===== src/rtl/core/cswin_pkg.sv =====
// ----------------------------------------------------------------------------
// cswin_pkg
// Shared types, constants and helpers for the calibration-state window
// statistics block.
// ----------------------------------------------------------------------------
package cswin_pkg;

    // Block dimensions
    localparam int NCAL             = 4;
    localparam int MAX_POINTS       = 16;
    localparam int CALIBRATED_STATE = 3;

    localparam int ST_W   = $clog2(NCAL);
    localparam int PT_W   = $clog2(MAX_POINTS);
    localparam int ENT_W  = 8;
    localparam int DUR_W  = 16;
    localparam int ROW_W  = NCAL * (ENT_W + DUR_W);
    localparam int WENT_W = 16;
    localparam int WDUR_W = DUR_W + PT_W;
    localparam int TOT_W  = WDUR_W + ST_W;
    localparam int WP_W   = 5;
    localparam int PCT_W  = 14;
    localparam int PROD_W = PCT_W + WDUR_W;

    // Serial divider geometry
    localparam int NUM_W = 36;
    localparam int DEN_W = TOT_W;
    localparam int QUO_W = 17;

    // Constants
    localparam logic [ENT_W-1:0] SAT8      = 8'hFF;
    localparam logic [DUR_W-1:0] SAT16     = 16'hFFFF;
    localparam int               PCT_SCALE = 100;

    // Divide by 60 * 1000 for x below 2**32: drop 5 low bits (60000 = 32 * 1875),
    // then multiply by ceil(2**38 / 1875) and keep the bits above 2**38
    localparam int          MIN_PRE_SH  = 5;
    localparam int          MIN_IN_W    = 27;
    localparam int          MIN_RECIP_W = 28;
    localparam logic [27:0] MIN_RECIP   = 28'd146601551;
    localparam int          MIN_POST_SH = 38;

    // Register reset values
    localparam logic [15:0]     PERIOD_RST = 16'd60;
    localparam logic [WP_W-1:0] WINDOW_RST = 5'd16;
    localparam logic [15:0]     MS_RST     = 16'd1000;
    localparam logic [6:0]      PCT_RST    = 7'd1;

    // Configuration register indexes
    typedef enum logic [3:0] {
        CFG_PERIOD_STEPS  = 4'd0,
        CFG_WINDOW_POINTS = 4'd1,
        CFG_MS_PER_STEP   = 4'd2,
        CFG_PCT_MULT      = 4'd3
    } cfg_idx_t;

    // Input item kinds
    typedef enum logic [1:0] {
        KIND_STEP    = 2'd0,
        KIND_REPORT  = 2'd1,
        KIND_RESTART = 2'd2,
        KIND_CLEAR   = 2'd3
    } kind_t;

    // Record kinds
    typedef enum logic {
        REC_SUMMARY = 1'b0,
        REC_STATE   = 1'b1
    } rec_t;

    // Sequencer states
    typedef enum logic [3:0] {
        ST_IDLE,
        ST_MODIFY,
        ST_ROT_READ,
        ST_ROT_SUB,
        ST_MIN_PREV,
        ST_MIN_PREV_WAIT,
        ST_MIN_CUR,
        ST_MIN_CUR_WAIT,
        ST_SUM_OUT,
        ST_SHARE_MUL,
        ST_SHARE_DIV,
        ST_SHARE_WAIT,
        ST_STATE_OUT
    } state_t;

    // Divider request and response
    typedef struct packed {
        logic             start;
        logic [NUM_W-1:0] num;
        logic [DEN_W-1:0] den;
    } div_req_t;

    typedef struct packed {
        logic             done;
        logic [QUO_W-1:0] quo;
    } div_rsp_t;

    // Point memory control
    typedef struct packed {
        logic            clr_all;
        logic            wr_en;
        logic [PT_W-1:0] wr_row;
        logic            inv_en;
        logic [PT_W-1:0] inv_row;
        logic [PT_W-1:0] rd_row;
    } ptmem_ctl_t;

    // Saturate a quotient to 16 bits
    function automatic logic [15:0] sat_minutes(input logic [QUO_W-1:0] q);
        logic [15:0] r;
        if (q > QUO_W'(SAT16)) begin
            r = SAT16;
        end else begin
            r = q[15:0];
        end
        return r;
    endfunction

endpackage


===== src/rtl/core/cswin_ptmem.sv =====
// ----------------------------------------------------------------------------
// cswin_ptmem
// Ring of per-period counters, one row per period holding the entry and
// duration counters of every state. Row valid bits make unwritten or cleared
// rows read as zero.
// ----------------------------------------------------------------------------
module cswin_ptmem (
    input  logic                           aclk,
    input  logic                           aresetn,
    input  cswin_pkg::ptmem_ctl_t          ctl,
    input  logic [cswin_pkg::ROW_W-1:0]    wr_data,
    output logic [cswin_pkg::ROW_W-1:0]    rd_data
);

    logic [cswin_pkg::ROW_W-1:0]      mem [cswin_pkg::MAX_POINTS];
    logic [cswin_pkg::ROW_W-1:0]      rd_raw_reg;
    logic [cswin_pkg::MAX_POINTS-1:0] row_vld_reg;
    logic                             rd_vld_reg;

    // Write port and registered read port
    always_ff @(posedge aclk) begin
        if (ctl.wr_en) begin
            mem[ctl.wr_row] <= wr_data;
        end
        rd_raw_reg <= mem[ctl.rd_row];
    end

    // Row valid bits: set on write, drop on invalidate or clear
    always_ff @(posedge aclk) begin
        if (!aresetn || ctl.clr_all) begin
            row_vld_reg <= '0;
            rd_vld_reg  <= 1'b0;
        end else begin
            rd_vld_reg <= row_vld_reg[ctl.rd_row];
            if (ctl.wr_en) begin
                row_vld_reg[ctl.wr_row] <= 1'b1;
            end
            if (ctl.inv_en) begin
                row_vld_reg[ctl.inv_row] <= 1'b0;
            end
        end
    end

    assign rd_data = rd_vld_reg ? rd_raw_reg : '0;

endmodule


===== config.mk =====
export PLATFORM = sky130hd
export DESIGN_NAME = cswin_ptmem
export DESIGN_NICKNAME = d
export VERILOG_FILES = /design/src/rtl/core/cswin_pkg.sv /design/src/rtl/core/cswin_ptmem.sv
export SDC_FILE = /design/constraint.sdc
export NUM_CORES = 1
export LEC_CHECK = 0
export CORE_ASPECT_RATIO = 0.8
export CORE_MARGIN = 2
export CORE_UTILIZATION = 35
export CTS_CLUSTER_DIAMETER = 200
export DETAILED_ROUTE_END_ITERATION = 10
export DONT_BUFFER_PORTS = 1
export GPL_TIMING_DRIVEN = 0
export SYNTH_ARGS = -nofsm -noshare
export SYNTH_HDL_FRONTEND = slang
export SYNTH_SLANG_ARGS = --single-unit

===== constraint.sdc =====
create_clock -name aclk -period 31 [get_ports aclk]
set_input_delay 6.2 -clock aclk [delete_from_list [all_inputs] [get_ports aclk]]
set_output_delay 6.2 -clock aclk [all_outputs]
set_load 0.05 [all_outputs]

# Word level (Yosys, flattened, before mapping)

Memories as Yosys holds them, arrays and structs flattened. A register that Yosys moved wholly into a read port is not among the register bits.
Index checks and enable logic that the tools add are counted.

Register bits after elaboration: 17
Latch bits: 0
RAM bits: 1536
ROM bits: 0
Output and inout bits: 96
Memories: 1

$add $sub $neg: 0
$mul: 0
Divide/modulo/power cells: 0
Order comparisons: 5
Eq/ne operators: 0
Shift operators: 0
Multiplexer cells: 12
Bitwise logic cells: 3
Reduce and logical (&&, ||, !) cells: 4

Memory list:

| memory | depth | width | read ports | clocked after Yosys merged registers in | wr ports | RTL line          | source |
|---|---|---|---|---|---|---|---|
| mem    | 16    | 96    | 1          | 1                                       | 1        | cswin_ptmem.sv:15 | `logic [cswin_pkg::ROW_W-1:0] mem [cswin_pkg::MAX_POINTS];` |

Operators with widths:

| cell                                                               | number |
|---|---|
| 2-to-1 mux 96 bit                                                  | 1 |
| 2-to-1 mux 16 bit                                                  | 3 |
| bitwise AND 16 bit                                                 | 1 |
| NOT 16 bit                                                         | 1 |
| OR 16 bit                                                          | 1 |
| < comparator 4 x 5 -> 1 bit (second input constant)                | 3 |
| demux 1 bit (select 4 bit)                                         | 2 |
| greater-or-equal comparator 4 x 1 -> 1 bit (second input constant) | 2 |
| 2-to-1 mux 1 bit                                                   | 5 |
| binary-select mux 1 bit (select 4 bit)                             | 1 |
| logical AND 1 bit                                                  | 2 |
| zero test 1 bit                                                    | 1 |
| logical OR 1 bit                                                   | 1 |

# Depth between registers and ports, before layout

Depth after elaboration: 9
Mapped depth: 8
Depth with buffers taken out: 4

# Worst setup path before layout

OpenSTA, ideal clock, no wires.

Path type: input port to flip-flop
Start: input ctl[11] (netlist name)
End: register row_vld_reg[0] (netlist name)
Setup time: 99 ps
Arrival: 16828 ps
Required time: 30901 ps
Path slack: 14072 ps
Stages on the path: 3
Path buffers: 1
Cell sequence: clkbuf_1 -> nor4_1 -> o221a_2

Cells in the longest elaborated chain, start to end: 9
Elaborated cells on any way between the ends: 10
Those cells by class: order compare: 2; mux: 5; bitwise: 2; reduce/logical: 1

RTL lines:

| item                                                                                                                   | RTL line          | source |
|---|---|---|
| start: declaration                                                                                                     | cswin_ptmem.sv:10 | `input cswin_pkg::ptmem_ctl_t ctl,` |
| < comparator 4 x 5 -> 1 bit (implied by the code) / greater-or-equal comparator 4 x 1 -> 1 bit (equally long branches) | cswin_ptmem.sv:36 | `row_vld_reg[ctl.wr_row] <= 1'b1;` |
| logical AND 1 bit (implied by the code)                                                                                | cswin_ptmem.sv:36 |  |
| 2-to-1 mux 1 bit (implied by the code)                                                                                 | cswin_ptmem.sv:36 |  |
| demux 1 bit (select 4 bit) *                                                                                           | cswin_ptmem.sv:36 |  |
| OR 16 bit (no source line) *                                                                                           | n/a               |  |
| 2-to-1 mux 16 bit *                                                                                                    | cswin_ptmem.sv:35 | `if (ctl.wr_en) begin` |
| 2-to-1 mux 16 bit *                                                                                                    | cswin_ptmem.sv:30 | `if (!aresetn \|\| ctl.clr_all) begin` |
| bitwise AND 16 bit (no source line)                                                                                    | n/a               |  |
| 2-to-1 mux 16 bit *                                                                                                    | cswin_ptmem.sv:38 | `if (ctl.inv_en) begin` |
| end signal: assignment                                                                                                 | cswin_ptmem.sv:31 | `row_vld_reg <= '0;` |
| end signal: indexed assignment                                                                                         | cswin_ptmem.sv:36 |  |
| end signal: indexed assignment                                                                                         | cswin_ptmem.sv:39 | `row_vld_reg[ctl.inv_row] <= 1'b0;` |
| end: declaration                                                                                                       | cswin_ptmem.sv:17 | `logic [cswin_pkg::MAX_POINTS-1:0] row_vld_reg;` |

Every way passes the cells marked *; elsewhere a longest branch is shown, timed or not. The select of a mux whose other input is x is not followed.
A chain may end at the register's enable or synchronous reset.

# Worst setup path after layout

Start: register rd_vld_reg
End: output rd_data[57] (netlist name)

Cells in the longest elaborated chain, start to end: 1

RTL lines:

| item                     | RTL line          | source |
|---|---|---|
| start: declaration       | cswin_ptmem.sv:18 | `logic rd_vld_reg;` |
| start signal: assignment | cswin_ptmem.sv:34 | `rd_vld_reg <= row_vld_reg[ctl.rd_row];` |
| 2-to-1 mux 96 bit        | cswin_ptmem.sv:44 | `assign rd_data = rd_vld_reg ? rd_raw_reg : '0;` |
| end: declaration         | cswin_ptmem.sv:12 | `output logic [cswin_pkg::ROW_W-1:0] rd_data` |

No other way between the ends.

==> results.cfg <==
[sta]
fin_skew_ps = 17.6
rsz0062_at_grt = false
final-setup-viol-count = 0
period_share_pct = 32.4
finalHoldViolCount = 0
tightest_slew_ps = 1300
max_clock_freq_mhz = 99.5
slew_violations = 0
post-route-min-period_ps = 10050
tns_ps = 0
relSlewSlack_pct = 13.6

[clock_tree]
h-tree-depth = 4
cts_made_buffers = 149
cts_buffer_depth = 3
path_clk_slew_ps = 70
post_cts_resized = 0
cts.sinks = 1649
holdBufCountCts = 0
cts_setup_buffers = 0
clk_root_buffer_cell = clkbuf_16
cts_tree = done
insertion_delay_ps = 760

[placed_design]
dp_hpwl_mm = 100
place_congestion = 0.708
portBuffers = 0

[synthesis]
synth-adder-area-share_pct = 0
synth_mux_area_share_pct = 14.4
ys_seq_area_share_pct = 79.8
syn_avg_cell_area_um2 = 23.0
syn_inst = 2637
ys_types = 28
synth_top_family_by_area = multiplexers
syn-cell-area_um2 = 60700
yosysWarningCount = 0
synthSimpleGateAreaFrac_pct = 2.04
synth_fp_nets = 2750
synth-xor-area-share_pct = 0
synth_compound_area_share_pct = 2.68
synth-seq-cells = 1649

[run_status]
status = finished, final reports clean

[global_route]
grt_usage_pct = 17.0
grt_pass1_wl_mm = 216
overflow = 0
antenna_found_initial = 5
grt_pass1_vias = 29300
grt_max_degree = 25

[die]
start_util_pct = 35.3
io_pins = 209
die_y_um = 376
die_area_um2 = 177000
die_w_um = 469
num_rows = 136
core_area_um2 = 172000

[setup_path]
worstPathRequired_ps = 24800
path_class = reg -> out
start_kind = flip-flop
crit_fanout = 10
critPathCaptureType = output port
worst_ep_arrival_time_ps = 3850

[hold_path]
worstHoldPathType = reg -> reg

[drt]
drtAntennaViolNets = 0
routed_via_density = 5.27
drt_iter0_drc = 3296
routed_wl_mm = 151
vias = 28300
first_pass_iters = 5
wl_per_cell_um = 28.1
drc = 0

[power]
p_leak_nw = 22.4
ir_drop_v = 0.0000536
total_power_mw = 4.53
power_density_nw_per_um2 = 64.1

[cells_and_area]
nets = 3094
final_core_util_pct = 41.1
area_delta_synth_final_pct = 16.5
drive_above_1_share_pct = 28.5
fill_cells = 14900
largest_register_ffs = 1536

[run]
cap_viol_max_count = 0
-- cells in the mapped netlist --
cell	count	area share, %
nor4_1	2	0.021
nand3b_1	5	0.062
o32ai_1	1	0.014
or2_2	1	0.010
buf_1	11	0.068
buf_4	2	0.025
nand3_1	6	0.050
edfxtp_1	1536	76
o211ai_1	2	0.025
nand2b_1	7	0.072
and2_1	97	1.0
mux4_2	386	14
nor3_1	11	0.091
buf_6	11	0.20
nor2b_1	3	0.031
a211oi_1	1	0.012
buf_2	39	0.32
mux2i_1	4	0.066
a22oi_1	192	2.4
o221a_2	13	0.24
nand2_1	100	0.62
nor2_1	9	0.056
dfxtp_1	113	3.7
clkbuf_1	81	0.50
inv_1	1	0.0062
or3b_2	1	0.014
o22ai_1	1	0.010
nor3b_1	1	0.012
-- metal layers --
metal / vias up / share of wire, % / GRT usage, %
met1: 15300 / 42 / 23.2
met4: 0 / 1.7 / 4.13
met2: 1032 / 49 / 28.0
li1: 11800 / - / -
met3: 163 / 7.5 / 3.69
met5: - / 0 / 0
-- final timing paths --
check	start	to	slack, ps	cells past startpoint
worst max-delay path	rd_vld_reg$_SDFF_PP0_	rd_data[57]	20950	3
worst min register to register	row_vld_reg[12]$_SDFF_PP0_	row_vld_reg[12]$_SDFF_PP0_	500	2
worst max register to register	mem[10][33]$_DFFE_PP_	rd_raw_reg[33]$_DFF_P_	29430	3
worst min-delay path	row_vld_reg[12]$_SDFF_PP0_	row_vld_reg[12]$_SDFF_PP0_	500	2
-- cells by family after synthesis --
family | after synthesis
AND/OR/NAND/NOR | 243
flip-flops | 1649
buffers and inverters | 145
multiplexers | 390
AO/OA/AOI/OAI | 210
-- cell type report --
type	count	area [µm²]	share of cell area (%)
Timing Repair Buffer	193	2250	3.18
Antenna cell	2	5.00	0.00708
Tap cell	2277	2850	4.03
Clock buffer	197	4130	5.84
Sequential cell	1649	48400	68.5
Multi-Input combinational cell	843	11700	16.5
Clock inverter	75	669	0.947
Buffer	144	679	0.962
Inverter	1	3.75	0.00531
-- per-stage QoR --
stage          setup WS [ps]  instance area [µm²]  cells  hold WS (ps)
2_1_floorplan          14070                60700   2637           459
3_3_place_gp            1390                63500   4914           490
3_5_place_dp           21510                65900   5107           490
4_1_cts                20690                70700   5379           506
5_1_grt                20820                70700   5380           520
6_report               20950                70700   5381           503
-- power by group --
part           switching [mW]  internal, mW
combinational           0.121        0.0825
sequential             0.0124          2.49
clock                   0.810          1.02
-- critical path, stage by stage (launching register included) --
cell	delay, ps
dfxtp_1	1090
clkbuf_1	820
clkbuf_1	440
and2_1	730
-- placed cells by master, fill, tap and decap left out, types with 6 or more instances in the layout --
master / synthesis / final
buf_1: 11 / 11
a22oi_1: 192 / 192
mux4_2: 386 / 386
o221a_2: 13 / 13
bufinv_16: 0 / 9
clkbuf_1: 81 / 114
buf_4: 2 / 42
nand2b_1: 7 / 7
nor3_2: 0 / 10
and2_1: 97 / 97
buf_2: 39 / 39
dfxtp_1: 113 / 113
buf_8: 0 / 16
clkbuf_8: 0 / 9
clkinv_1: 0 / 18
buf_6: 11 / 129
buf_12: 0 / 19
edfxtp_1: 1536 / 1536
nand3_1: 6 / 6
clkbuf_16: 0 / 155
nand2_1: 100 / 100
clkinv_2: 0 / 33
Power figures use the tool's default switching activity.
