**src/rtl/core/cswin_pkg.sv**
```systemverilog
// ----------------------------------------------------------------------------
// cswin_pkg
// Shared types, constants and helpers for the calibration-state window
// statistics block.
// ----------------------------------------------------------------------------
package cswin_pkg;

    // Block dimensions
    localparam int NCAL             = 4;
    localparam int MAX_POINTS       = 16;
    localparam int CALIBRATED_STATE = 3;

    localparam int ST_W   = $clog2(NCAL);
    localparam int PT_W   = $clog2(MAX_POINTS);
    localparam int ENT_W  = 8;
    localparam int DUR_W  = 16;
    localparam int ROW_W  = NCAL * (ENT_W + DUR_W);
    localparam int WENT_W = 16;
    localparam int WDUR_W = DUR_W + PT_W;
    localparam int TOT_W  = WDUR_W + ST_W;
    localparam int WP_W   = 5;
    localparam int PCT_W  = 14;
    localparam int PROD_W = PCT_W + WDUR_W;

    // Serial divider geometry
    localparam int NUM_W = 36;
    localparam int DEN_W = TOT_W;
    localparam int QUO_W = 17;

    // Constants
    localparam logic [ENT_W-1:0] SAT8      = 8'hFF;
    localparam logic [DUR_W-1:0] SAT16     = 16'hFFFF;
    localparam int               PCT_SCALE = 100;

    // Divide by 60 * 1000 for x below 2**32: drop 5 low bits (60000 = 32 * 1875),
    // then multiply by ceil(2**38 / 1875) and keep the bits above 2**38
    localparam int          MIN_PRE_SH  = 5;
    localparam int          MIN_IN_W    = 27;
    localparam int          MIN_RECIP_W = 28;
    localparam logic [27:0] MIN_RECIP   = 28'd146601551;
    localparam int          MIN_POST_SH = 38;

    // Register reset values
    localparam logic [15:0]     PERIOD_RST = 16'd60;
    localparam logic [WP_W-1:0] WINDOW_RST = 5'd16;
    localparam logic [15:0]     MS_RST     = 16'd1000;
    localparam logic [6:0]      PCT_RST    = 7'd1;

    // Configuration register indexes
    typedef enum logic [3:0] {
        CFG_PERIOD_STEPS  = 4'd0,
        CFG_WINDOW_POINTS = 4'd1,
        CFG_MS_PER_STEP   = 4'd2,
        CFG_PCT_MULT      = 4'd3
    } cfg_idx_t;

    // Input item kinds
    typedef enum logic [1:0] {
        KIND_STEP    = 2'd0,
        KIND_REPORT  = 2'd1,
        KIND_RESTART = 2'd2,
        KIND_CLEAR   = 2'd3
    } kind_t;

    // Record kinds
    typedef enum logic {
        REC_SUMMARY = 1'b0,
        REC_STATE   = 1'b1
    } rec_t;

    // Sequencer states
    typedef enum logic [3:0] {
        ST_IDLE,
        ST_MODIFY,
        ST_ROT_READ,
        ST_ROT_SUB,
        ST_MIN_PREV,
        ST_MIN_PREV_WAIT,
        ST_MIN_CUR,
        ST_MIN_CUR_WAIT,
        ST_SUM_OUT,
        ST_SHARE_MUL,
        ST_SHARE_DIV,
        ST_SHARE_WAIT,
        ST_STATE_OUT
    } state_t;

    // Divider request and response
    typedef struct packed {
        logic             start;
        logic [NUM_W-1:0] num;
        logic [DEN_W-1:0] den;
    } div_req_t;

    typedef struct packed {
        logic             done;
        logic [QUO_W-1:0] quo;
    } div_rsp_t;

    // Point memory control
    typedef struct packed {
        logic            clr_all;
        logic            wr_en;
        logic [PT_W-1:0] wr_row;
        logic            inv_en;
        logic [PT_W-1:0] inv_row;
        logic [PT_W-1:0] rd_row;
    } ptmem_ctl_t;

    // Saturate a quotient to 16 bits
    function automatic logic [15:0] sat_minutes(input logic [QUO_W-1:0] q);
        logic [15:0] r;
        if (q > QUO_W'(SAT16)) begin
            r = SAT16;
        end else begin
            r = q[15:0];
        end
        return r;
    endfunction

endpackage

```
**src/rtl/core/cswin_div.sv**
```systemverilog
// ----------------------------------------------------------------------------
// cswin_div
// Restoring serial divider, one quotient bit per cycle. The caller keeps the
// quotient below 2**QUO_W.
// ----------------------------------------------------------------------------
module cswin_div (
    input  logic                aclk,
    input  logic                aresetn,
    input  cswin_pkg::div_req_t req,
    output cswin_pkg::div_rsp_t rsp
);

    localparam int CNT_W = $clog2(cswin_pkg::QUO_W + 1);

    logic                          busy_reg, busy_next;
    logic                          done_reg, done_next;
    logic [CNT_W-1:0]              cnt_reg, cnt_next;
    logic [cswin_pkg::DEN_W-1:0]   rem_reg, rem_next;
    logic [cswin_pkg::DEN_W-1:0]   den_reg, den_next;
    logic [cswin_pkg::QUO_W-1:0]   low_reg, low_next;
    logic [cswin_pkg::QUO_W-1:0]   quo_reg, quo_next;
    logic [cswin_pkg::DEN_W:0]     trial;
    logic                          ge;

    assign trial = {rem_reg, low_reg[cswin_pkg::QUO_W-1]};
    assign ge    = trial >= {1'b0, den_reg};

    // Load on start, then shift one bit per cycle
    always_comb begin
        busy_next = busy_reg;
        done_next = 1'b0;
        cnt_next  = cnt_reg;
        rem_next  = rem_reg;
        den_next  = den_reg;
        low_next  = low_reg;
        quo_next  = quo_reg;
        if (req.start && !busy_reg) begin
            busy_next = 1'b1;
            cnt_next  = CNT_W'(cswin_pkg::QUO_W);
            rem_next  = cswin_pkg::DEN_W'(req.num[cswin_pkg::NUM_W-1:cswin_pkg::QUO_W]);
            low_next  = req.num[cswin_pkg::QUO_W-1:0];
            den_next  = req.den;
        end else if (busy_reg) begin
            rem_next = ge ? cswin_pkg::DEN_W'(trial - {1'b0, den_reg})
                          : cswin_pkg::DEN_W'(trial);
            low_next = {low_reg[cswin_pkg::QUO_W-2:0], 1'b0};
            quo_next = {quo_reg[cswin_pkg::QUO_W-2:0], ge};
            cnt_next = cnt_reg - 1'b1;
            if (cnt_reg == CNT_W'(1)) begin
                busy_next = 1'b0;
                done_next = 1'b1;
            end
        end
    end

    always_ff @(posedge aclk) begin
        if (!aresetn) begin
            busy_reg <= 1'b0;
            done_reg <= 1'b0;
            cnt_reg  <= '0;
        end else begin
            busy_reg <= busy_next;
            done_reg <= done_next;
            cnt_reg  <= cnt_next;
        end
        rem_reg <= rem_next;
        den_reg <= den_next;
        low_reg <= low_next;
        quo_reg <= quo_next;
    end

    assign rsp.done = done_reg;
    assign rsp.quo  = quo_reg;

endmodule

```
**config.mk**
```make
export PLATFORM = sky130hd
export DESIGN_NAME = cswin_div
export DESIGN_NICKNAME = d
export VERILOG_FILES = /design/src/rtl/core/cswin_pkg.sv /design/src/rtl/core/cswin_div.sv
export SDC_FILE = /design/constraint.sdc
export NUM_CORES = 1
export LEC_CHECK = 0
export BUFFER_PORTS_ARGS = -buffer_cell sky130_fd_sc_hd__buf_2
export CAP_MARGIN = 20
export CORE_MARGIN = 2
export CORE_UTILIZATION = 45
export CTS_BUF_LIST = sky130_fd_sc_hd__clkbuf_8
export DETAILED_ROUTE_END_ITERATION = 7
export PLACE_DENSITY = 0.66
export SETUP_SLACK_MARGIN = 0.5
export SYNTH_ARGS = -nofsm -noshare
export SYNTH_HDL_FRONTEND = slang
export SYNTH_SLANG_ARGS = --single-unit
```
**constraint.sdc**
```tcl
create_clock -name aclk -period 3 [get_ports aclk]
set_input_delay 0.45 -clock aclk [delete_from_list [all_inputs] [get_ports aclk]]
set_output_delay 0.45 -clock aclk [all_outputs]
set_load 0.02 [all_outputs]
```
---- After elaboration in Yosys (flattened, before gate mapping) ----
Index checks and enable logic that the tools add are counted.
operators by class
  add/subtract/negate cells ............... 2
  multipliers ............................. 0
  div/mod/pow operators ................... 0
  order comparisons ....................... 1
  equality and inequality tests ........... 1
  shift-type cells ........................ 0
  muxes and demuxes ....................... 11
  bitwise logic cells ..................... 3
  reductions and logical operators ........ 6
operators by type and width
  operator               number
  $mux W19               2
  $mux W17               2
  $ge A23 B22 Y1         1
  $mux W22               1
  $sub A22 B22 Y22       1
  $mux W5                2
  $eq A5 B1 Y1 const B   1
  $sub A5 B1 Y5 const B  1
  $mux W1                4
  $not A1 Y1             3
  $reduce_or A3 Y1       1
  $reduce_and A2 Y1      1
  $reduce_bool A2 Y1     1
  $reduce_or A2 Y1       1
  $logic_and A1 B1 Y1    1
  $logic_not A1 Y1       1
storage, ports and cells
  flip-flop bits (word level) ............. 85
  latch bits .............................. 0
  bits in writable memories ............... 0
  memory bits (read-only) ................. 0
  input port bits ......................... 61
  output and inout port bits .............. 18
  word-level logic and storage cells ...... 33
  memories ................................ 0

---- Logic depth before layout (Yosys ltp) ----
  depth in word-level cells ............... 4
  mapped depth ............................ 13
  gate-level depth less buffers ........... 12

---- Least setup slack after synthesis ----
Ideal clock, no wire load.
  path type ............................... register -> register
  from .................................... register low_reg[16] (netlist bit)
  to ...................................... register rem_reg[16] (netlist bit), data pin
  setup time .............................. 0.270 ns
  data arrival time ....................... 2.369 ns
  slack ................................... 0.361 ns
  cell stages (with the launch flop) ...... 13
  clock period less this slack ............ 2.639 ns
  path through ............................ edfxtp_1 -> inv_1 -> ha_1 -> inv_1 -> fa_1 -> a21o_1 -> a41o_1 -> o21ai_1 -> a31oi_2 -> a311oi_1 -> xnor2_1 -> mux2i_1 -> a21oi_1
on the way
  word-level cells in the longest chain between the ends .. 4
  elaborated cells between the ends (all ways) .. 5
ends and longest elaborated chain
  what                                                       RTL line                          text
  start, declared                                            cswin_div.sv:20                   logic [cswin_pkg::QUO_W-1:0] low_reg, low_next;
  start signal, assigned                                     cswin_div.sv:68                   low_reg <= low_next;
  $sub A22 B22 Y22 / $ge A23 B22 Y1 (equally long branches)  cswin_div.sv:44, cswin_div.sv:26
  $mux W22 *                                                 cswin_div.sv:44                   rem_next = ge ? cswin_pkg::DEN_W'(trial - {1'b0, den_reg})
  $mux W19 *                                                 cswin_div.sv:43                   end else if (busy_reg) begin
  $mux W19 *                                                 cswin_div.sv:37                   if (req.start && !busy_reg) begin
  named net rem_next (one bit)                               cswin_div.sv:18                   logic [cswin_pkg::DEN_W-1:0] rem_reg, rem_next;
  end signal, assigned                                       cswin_div.sv:66                   rem_reg <= rem_next;
  end, declared                                              cswin_div.sv:18
The timed path passes the listed nets; every way through them passes the cells marked *. The select of a mux whose other input is x is not followed.
A chain may end at the register's enable or synchronous reset.

---- Worst setup path after layout ----
  from .................................... register rem_reg[5] (netlist bit)
  to ...................................... register rem_reg[4] (netlist bit), data pin
on the way
  word-level cells in the longest chain between the ends .. 4
ends and longest elaborated chain
  what                          RTL line         text
  $ge A23 B22 Y1                cswin_div.sv:26  assign ge = trial >= {1'b0, den_reg};
  $mux W22                      cswin_div.sv:44
  $mux W19                      cswin_div.sv:43
  $mux W19                      cswin_div.sv:37
  named net rem_next (one bit)  cswin_div.sv:18
The timed path passes the listed nets, and every way through them passes these cells. The select of a mux whose other input is x is not followed.

==> reports/results.tsv <==
metric	value	unit
drt initial violations	120	
GRT met3 Usage	3.95	%
EDFF count, synth	75	
# hold bufs at CTS	0	
PortBufs	78	
Synth async-reset ratio	0	%
GPL Wtd Cong	0.860	
critical-path maximum fanout	7	
Nets	621	
Die Y	104	um
share of cells above drive strength 1	34.1	%
Die W	104	um
Yosys cell types	55	
DRT Wirelength	10200	um
Flop pwr share	31.8	%
GR peak layer	met2	
Synth Area per Inst	10.6	um2
total negative setup slack	0	ns
Crit Path Class	flop to flop	
placed insts	629	
Post-synth top flop	edfxtp_1	
largest net degree at the start of global routing	49	
first-pass detailed-route iteration total	4	
CP endpoint kind	flop	
antenna fix cells	0	
maximum achievable frequency	0.371	GHz
Routed WL per cell	15.2	um
Clk Latency, worst-skew pair	0.35	ns
vias in the first global route	3372	
status	finished, final reports clean	
fin crit share	89.9	%
gr ovfl total	0	
Core Region	9770	um2
Worst-Margin Slew	0.604	ns
#FFs+latches synth	85	
first-pass GRT wire length	15800	um
Worst Path Arrival	2.78	ns
Critical Path RT	3.09	ns
Max Root-Sink Buffers	2	
Min Clock Period, post-route	2.70	ns
met1 Use GR	22.8	%
synthesized net count	514	
Pint	0.00344	W
DR DRC count	0	
RSZ-0062 raised after global routing	true	
Syn Inst Count	428	
endpoints failing setup	0	
GRT Overall Usage	18.0	%
Final Hold Viols	0	
worst reg-to-reg setup slack	0.30	ns
die footprint	10900	um2
M2 GR Usage	30.6	%
Synth Warn #	0	
Final Slew Violations	0	
Via Count	3472	
starting density of the core	46.4	%
total CTS buffers	9	
pwr/cell area	948	nW/um2
Max H-tree Level	3	
type of origin of the critical path	flop	
Leak	2.50	nW
Final Util	59.3	%
sequential-to-total area share from yosys stat	54.1	%
CTS root buf	clkbuf_8	
Critical-path top delay cell	edfxtp_1	
Clock power frac	13.8	%
post-DR vias/cell	5.16	
Logic pwr share	54.5	%
worst hold margin	0.265	ns
CTS tree	built	
initial antenna violation count	0	
Syn Std Cell Area	4530	um2
clk sink count	85	
FP Rows	36	
Routed Antenna Nets	0	
Psw	0.00206	W
top-level I/O count	79	
sw frac	37.4	%
clock slew at reported path FFs	0.08	ns
Max Cap Violations	0	
Final Skew	0.0120	ns
Slowest Stage Delay on Critical Path	0.47	ns
Layout area overhead	27.9	%
Min-Delay Path Class	input port to flop	
hpwl dp	6400	um
relative slew slack	59.7	%
CP Cell Sequence	ha_4, a21oi_2, o211ai_1, a22o_1, nor3_4, o211ai_4, buf_6, mux2i_1, a21oi_1	
Non-Filler Instances	673	
worst vdd rail ir drop	523	uV
-- area by class of cell --
type                       instances  area, um2
clock buffer                       9        124
clock inverter                     7       53.8
fill                             831       3980
inverter                          30        113
multi-input combinational        296       2180
sequential                        85       2450
tap                              133        166
timing repair buffer             113        707
-- layer usage --
layer  share of wire (%)  wire length [um]  vias up
li1                    -                 -     1736
met1                  44              4540     1629
met2                  50              5110       94
met3                 4.2               427       13
met4                 1.4               142        0
met5                   0                 0        -
-- placed cells by master, fill, tap and decap left out, types with 2 or more instances in the layout --
cell,netlist,layout
buf_2,1,79
edfxtp_1,75,75
nand2_1,76,74
inv_1,30,31
buf_4,3,26
nor2_1,26,24
a21oi_1,31,24
a21o_1,14,14
o21ai_1,14,13
xnor2_1,12,12
ha_1,24,11
ha_4,0,11
dfxtp_1,10,10
clkbuf_8,0,9
a21oi_2,0,7
nor3_1,7,7
o21ai_2,0,7
mux2i_1,7,6
xor2_1,7,6
and3_1,5,5
o21a_1,5,5
buf_6,3,5
nor2b_1,4,4
or2_2,4,4
nand3_2,1,4
and4_1,5,4
inv_2,0,3
and2_1,3,3
a31o_2,3,3
nand4_1,3,3
nand3_1,6,3
a31oi_1,3,3
nand2_2,0,2
o21ai_0,8,2
ha_2,0,2
-- worst paths after layout --
check	start	to	cells after the start
min	req[15]	den_reg[15]	1
min reg2reg	quo_reg[8]	quo_reg[9]	0
max reg2reg	rem_reg[5]	rem_reg[4]	9
max	rem_reg[5]	rem_reg[4]	9
-- power by group through the flow --
| stage | combinational [W] | sequential, W | clock (W) |
|---|---|---|---|
| after floorplan | 0.00170 | 0.00173 | 0 |
| after detailed placement | 0.00206 | 0.00173 | 0 |
| after CTS | 0.00236 | 0.00173 | 0.000779 |
| after global placement | 0.00201 | 0.00173 | 0 |
| after global routing | 0.00325 | 0.00177 | 0.000827 |
| final | 0.00299 | 0.00175 | 0.000758 |
-- metrics by stage --
stage,instance area (um2),total power [W],setup WS [ns]
after floorplan,4550,0.00342,0.502
after global placement,5080,0.00374,0.368
after detailed placement,5080,0.00379,0.265
after CTS,5470,0.00487,0.308
after global routing,5800,0.00585,0.205
final,5800,0.00550,0.304
-- cells in the mapped netlist (2+ instances only) --
cell	number	area, um2
a21boi_0	2	15.0
a21o_1	14	105
a21oi_1	31	155
a31o_2	3	26.3
a31oi_1	3	18.8
and2_1	3	18.8
and3_1	5	31.3
and4_1	5	43.8
buf_1	2	7.51
buf_4	3	22.5
buf_6	3	33.8
clkbuf_1	8	30.0
dfxtp_1	10	200
edfxtp_1	75	2250
ha_1	24	300
inv_1	30	113
mux2i_1	7	70.1
nand2_1	76	285
nand2b_1	2	12.5
nand3_1	6	30.0
nand4_1	3	18.8
nor2_1	26	97.6
nor2b_1	4	25.0
nor3_1	7	35.0
o21a_1	5	37.5
o21ai_0	8	40.0
o21ai_1	14	70.1
o31ai_1	2	15.0
or2_2	4	25.0
xnor2_1	12	105
xor2_1	7	61.3
-- logic make-up (layout without fill, tap and decap cells) --
logic type	count (synthesis)	after routing	share of synthesized area, %
simple gates	148	148	15.2
compound gates	97	97	13.8
flops	85	85	54.1
buf+inv	47	159	4.66
fa+ha+maj	25	25	7.07
xor+xnor	19	19	3.67
mux	7	7	1.55
-- repair_timing --
item / CTS / global route
pin swaps: 4 / 22
endpoints found under the setup margin: 22 / 22
cloned: 2 / 3
setup buffers: 8 / 15
gates resized for setup: 26 / 47
-- worst max-delay path, delay by kind of cell (launching register included) --
family,cells,cell delay [ns]
AOI/OAI and AO/OA,5,1.13
DFF,1,0.47
adders and majority gates,1,0.33
muxes,1,0.22
buffers and inverters,1,0.21
and+or+nand+nor,1,0.07
Power figures use the tool's default switching activity.
